File: src/rtl/core/bfm_pkg.sv
// bfm_pkg: shared types and constants of the box filter mean core
// used by bfm_ctrl, bfm_datapath and box_filter_mean_core; no dependencies
package bfm_pkg;

    // field widths
    localparam int SAMPLE_W = 8;
    localparam int KSIZE_W  = 4;
    localparam int DIM_W    = 11;
    localparam int SUM_W    = 16;
    localparam int HALF_W   = 3;
    localparam int DIV_CNT_W = 4;

    // register reset values
    localparam logic [KSIZE_W-1:0] KERNEL_RESET = 4'd15;
    localparam logic [DIM_W-1:0]   WIDTH_RESET  = 11'd1024;
    localparam logic [DIM_W-1:0]   HEIGHT_RESET = 11'd1024;

    // register indexes
    localparam logic [1:0] REG_KERNEL = 2'd0;
    localparam logic [1:0] REG_WIDTH  = 2'd1;
    localparam logic [1:0] REG_HEIGHT = 2'd2;

    // item kinds
    localparam logic OP_PIXEL = 1'b0;
    localparam logic OP_DRAIN = 1'b1;

    typedef enum logic [1:0] {
        ST_IDLE,
        ST_SUM,
        ST_DIV,
        ST_EMIT
    } state_t;

    // controller to datapath
    typedef struct packed {
        logic take;
        logic start_sum;
        logic start_div;
        logic emit;
    } cmd_t;

    // datapath to controller
    typedef struct packed {
        logic produce;
        logic inner;
        logic sum_done;
        logic div_done;
        logic out_free;
    } sts_t;

endpackage

File: src/rtl/core/bfm_ctrl.sv
// bfm_ctrl: sequencer of the box filter mean core
// depends on bfm_pkg; drives the datapath through cmd_t, watches sts_t
module bfm_ctrl (
    input  logic            aclk,
    input  logic            aresetn,
    input  logic            in_valid,
    output logic            in_ready,
    input  bfm_pkg::sts_t   sts,
    output bfm_pkg::cmd_t   cmd
);

    bfm_pkg::state_t state_reg, state_next;

    // state register
    always_ff @(posedge aclk) begin
        if (!aresetn) begin
            state_reg <= bfm_pkg::ST_IDLE;
        end else begin
            state_reg <= state_next;
        end
    end

    // next state
    always_comb begin
        state_next = state_reg;
        unique case (state_reg)
            bfm_pkg::ST_IDLE: begin
                if (in_valid && sts.produce) begin
                    state_next = sts.inner ? bfm_pkg::ST_SUM : bfm_pkg::ST_EMIT;
                end
            end
            bfm_pkg::ST_SUM: begin
                if (sts.sum_done) state_next = bfm_pkg::ST_DIV;
            end
            bfm_pkg::ST_DIV: begin
                if (sts.div_done) state_next = bfm_pkg::ST_EMIT;
            end
            bfm_pkg::ST_EMIT: begin
                if (sts.out_free) state_next = bfm_pkg::ST_IDLE;
            end
            default: state_next = bfm_pkg::ST_IDLE;
        endcase
    end

    // outputs
    always_comb begin
        cmd      = '0;
        in_ready = 1'b0;
        unique case (state_reg)
            bfm_pkg::ST_IDLE: begin
                in_ready      = 1'b1;
                cmd.take      = in_valid;
                cmd.start_sum = in_valid && sts.produce && sts.inner;
            end
            bfm_pkg::ST_SUM: begin
                cmd.start_div = sts.sum_done;
            end
            bfm_pkg::ST_DIV: begin
            end
            bfm_pkg::ST_EMIT: begin
                cmd.emit = sts.out_free;
            end
            default: begin
            end
        endcase
    end

endmodule

File: config.mk
export PLATFORM = sky130hd
export DESIGN_NAME = bfm_ctrl
export DESIGN_NICKNAME = d
export VERILOG_FILES = /design/src/rtl/core/bfm_pkg.sv /design/src/rtl/core/bfm_ctrl.sv
export SDC_FILE = /design/constraint.sdc
export NUM_CORES = 1
export LEC_CHECK = 0
export BUFFER_PORTS_ARGS = -buffer_cell sky130_fd_sc_hd__buf_2
export CORE_AREA = 3 3 40 42
export CTS_BUF_LIST = sky130_fd_sc_hd__clkbuf_4 sky130_fd_sc_hd__clkbuf_8 sky130_fd_sc_hd__clkbuf_16
export DETAILED_ROUTE_END_ITERATION = 16
export DIE_AREA = 0 0 43 45
export MAX_ROUTING_LAYER = met4
export PLACE_DENSITY = 0.49
export SLEW_MARGIN = 5
export SYNTH_ARGS = -nofsm -noshare
export SYNTH_HDL_FRONTEND = slang
export SYNTH_SLANG_ARGS = --single-unit
File: constraint.sdc
create_clock -name aclk -period 1.85 [get_ports aclk]
set_input_delay 0.185 -clock aclk [delete_from_list [all_inputs] [get_ports aclk]]
set_output_delay 0.185 -clock aclk [all_outputs]
set_load 0.005 [all_outputs]
---- After elaboration in Yosys (flattened, before gate mapping) ----
Cells that the tools add are included.
Widths: inputs -> output; s select.
storage, ports and cells
  flip-flop bits (word level) ............. 2
  output and inout bits ................... 5
  logic and storage cells ................. 22
  bits of input ports ..................... 8
cells by class
  mux-type cells .......................... 10
  eq/ne operators ......................... 7
  reductions and logical operators ........ 4
operators with widths
  operator            count
  $mux 2              6
  $ne 2x2->1 const B  4
  $pmux 2 s4          1
  $eq 2x2->1 const B  2
  $reduce_and 4->1    1
  $mux 1              3
  $eq 2x1->1 const B  1
  $logic_and 1x1->1   2
  $logic_not 2->1     1

---- Logic depth before layout (Yosys ltp) ----
  depth after elaboration ................. 3
  gate-level depth with buffers ........... 5

---- Least setup slack after synthesis ----
OpenSTA, ideal clock, no wires.
  kind .................................... register to register
  start ................................... reg state_reg[0]
  end ..................................... reg state_reg[0]
  slack ................................... 454 ps
  library setup time ...................... 122 ps
  period minus slack after synthesis ...... 1396 ps
  arrival time ............................ 1274 ps
  cell stages (with the launch flop) ...... 6
  path through ............................ dfxtp_1 > inv_1 > ha_1 > nor2b_4 > a2111o_1 > mux2i_1
on the way
  word-level cells in the longest chain between the ends .. 3
RTL lines
  item                                line            RTL
  start: declaration                  bfm_ctrl.sv:12  bfm_pkg::state_t state_reg, state_next;
  start signal: assignment            bfm_ctrl.sv:17  state_reg <= bfm_pkg::ST_IDLE;
  start signal: assignment            bfm_ctrl.sv:19  state_reg <= state_next;
  $eq 2x1->1 (tied with other cells)  bfm_ctrl.sv:26  unique case (state_reg)
  $ne 2x2->1 (no source line)         -
  $reduce_and 4->1 (no source line)   -
Parallel ways exist; a longest one is shown, timed or not.
A chain may end at the register's enable or synchronous reset.

==> impl_metrics.toml <==
[cells_and_area]
multi_input_area_um2 = 186.4
nFillCells = 149
fin_area_um2 = 335.3
largest_register_ffs = 2
fin_cells = 56
ff_latch_area_um2 = 40.04
layout.nets = 56
area_delta_synth_final_pct = 43.32
diodes = 0
drive_gt1_frac = 0.4146

[floorplan]
dieArea_mm2 = 0.001935
start_util = 0.1821
coreArea_mm2 = 0.001285
num_rows = 13
die_w_um = 43
die_h_um = 45
ioPinCount = 13

[grt]
grt_pass1_vias = 216
grt_pass1_wl_um = 862
antenna_found_initial = 0
grt_use_total = 0.06849
grt_overflow_total = 0
grt_max_degree = 5

[clock_network]
clk_pin_slew_ns = 0.03
cts_buffers = 3
cts_sinks = 2
cts_hold_buf = 0
cts_max_level = 1
cts_tree = "built"
clock_latency_ns = 0.22
post-cts-setup-buffers = 0
cts.repair.resized = 0
clockBufferDepth = 2
cts-root-buf = "clkbuf_4"

[power_and_ir_drop]
switching_share = 0.3651
p_seq_frac = 0.199
combPwrFrac = 0.584
p_sw_uw = 162.0
p_per_area_mw_per_mm2 = 1324
clkPwrFrac = 0.218
p_leak_nw = 0.1761
intPower_uw = 281.8
power_uw = 443.8
vdd_ir_drop_max_mv = 0.2706

[sta]
slew_violations = 0
relSlewSlack = 0.8981
period_share = 0.8355
grt_setup_unrepaired = "no"
setup_tns_ns = 0
fmaxAchievable_mhz = 647.0
setup_viol = 0
finalHoldViolCount = 0
tightestPinTransition_ns = 0.1512
timing.final.ws_setup_ns = 0.3043
post-route-min-period_ns = 1.546
clock_skew_ns = 0.0003971

[route]
top_layer = "met3"
remaining_drc_errors = 0
ant_nets = 0
post_drt_via_cell_ratio = 3.929
wl_um = 504
wl_per_cell_um = 9.000
met1_length_um = 226
vias = 220
met3_length_um = 63
wl_met2_um = 214
drt_iter0_drc = 1
first_pass_iters = 2

[placement]
dpl_cell_area_um2 = 312.8
dp_hpwl_um = 404.6
io_buffers = 12
dp_slack_ns = 0.3667
dp_cells = 53
gp_congestion = 0.6299

[logic_synthesis]
yosysWarnings = 0
synth_common_cells = "ha_1, and2_1, nand2_1, nor2b_1"
synthCells = 26
avgSynthCellArea_um2 = 8.999
synth_cell_types = 12
async_flop_share = 0
synth.area.top_cells = "ha_1, dfxtp_1, nor2b_4, mux2i_1, and2_1"
synth_seq_cells = 2
synthesis.nets = 39
synth.largest_area_cell = "ha_1"
synth_flop_cell = "dfxtp_1"
synth_top_cell_area_share = 0.2674
synth_most_common_cell = "ha_1"
synth_edf_count = 0
synthesis.area_um2 = 234.0
yosysSeqAreaShare = 0.1711

[min_path]
hp-start = "aresetn"
whs_endpoint = "state_reg[1]$_SDFFE_PN0P_"
hold_depth = 3
hp-class = "in2reg"

[setup_path]
r2r_end = "state_reg[0]$_SDFFE_PN0P_"
cp-end-kind = "output pin"
worstRegToRegCells = 5
cpPeakStageDelay_ns = 0.38
crit_type = "reg2out"
slowest_stage = "dfxtp_1"
timing.rr.start = "state_reg[0]$_SDFFE_PN0P_"
worst_ep_arrival_time_ns = 1.36
cp_data_required_time_ns = 1.66
cp-start-kind = "flip-flop"
worstPathMaxFanout = 4
path_cells = "inv_1, ha_1, and2_1, and3_1, buf_2"
rrSetupSlack_ns = 0.36

[status]
status = "finished, final reports clean"

[flow_run]
cap_viol_max_count = 0
-- per-layer routing --
| layer | up-vias | track usage |
|---|---|---|
| met4 | 0 | 0.05422 |
| met3 | 0 | 0.05179 |
| met5 | - | - |
| met1 | 95 | 0.06715 |
| met2 | 9 | 0.08982 |
| li1 | 116 | - |
-- critical path: cells and delay by family, from the launching register on --
family        cells  cell delay [ns]
fa+ha+maj         1             0.23
flops             1             0.38
buf+inv           2             0.22
simple gates      2             0.32
-- how the worst max path moves through the flow --
stage	start	to	slack [ns]	cells after the start
floorplan	state_reg[0]$_SDFFE_PN0P_	state_reg[0]$_SDFFE_PN0P_	0.45	5
global placement	state_reg[0]$_SDFFE_PN0P_	state_reg[0]$_SDFFE_PN0P_	0.34	5
detailed placement	state_reg[0]$_SDFFE_PN0P_	state_reg[0]$_SDFFE_PN0P_	0.37	5
CTS	state_reg[0]$_SDFFE_PN0P_	cmd[2]	0.27	5
global route	state_reg[0]$_SDFFE_PN0P_	cmd[2]	0.21	5
finish	state_reg[0]$_SDFFE_PN0P_	cmd[2]	0.30	5
-- placed cells by master, fill, tap and decap left out, drive strengths merged --
cell type,netlist,routed
a2111o,1,1
and2,3,3
and3,1,1
buf,0,12
clkbuf,0,3
dfxtp,2,2
ha,5,5
inv,2,2
mux2i,2,2
nand2,3,3
nor2b,5,5
o21ai,2,2
-- area by class of cell --
class,count,share of cell area
clock buffers,3,0.06716
inverters,2,0.02239
multi-input cells,22,0.5560
repair buffers,12,0.1791
well taps,15,0.05597
flip-flops and latches,2,0.1194
-- cell families (layout without fill, tap and decap cells) --
group | Yosys count | count (layout) | share of synthesized area
muxes | 2 | 2 | 0.08556
adders and majority gates | 5 | 5 | 0.2674
DFF | 2 | 2 | 0.1711
buffers and inverters | 2 | 17 | 0.03210
and+or+nand+nor | 12 | 12 | 0.3530
AOI/OAI and AO/OA | 3 | 3 | 0.09086
-- stage by stage --
step / util / hold WS [ns]
finish: 0.2610 / 0.2498
global route: 0.2610 / 0.2536
CTS: 0.2610 / 0.2420
detailed placement: 0.2434 / 0.4848
global placement: 0.2434 / 0.4758
floorplan: - / 0.3350
-- power groups by stage --
stage	Clock, mW	Combinational [mW]	Sequential, mW
final	0.0966	0.259	0.0881
after global routing	0.108	0.297	0.0915
after CTS	0.105	0.266	0.0887
after detailed placement	0	0.262	0.0883
after global placement	0	0.265	0.0899
after floorplan	0	0.191	0.0823
Power figures use the tool's default switching activity.
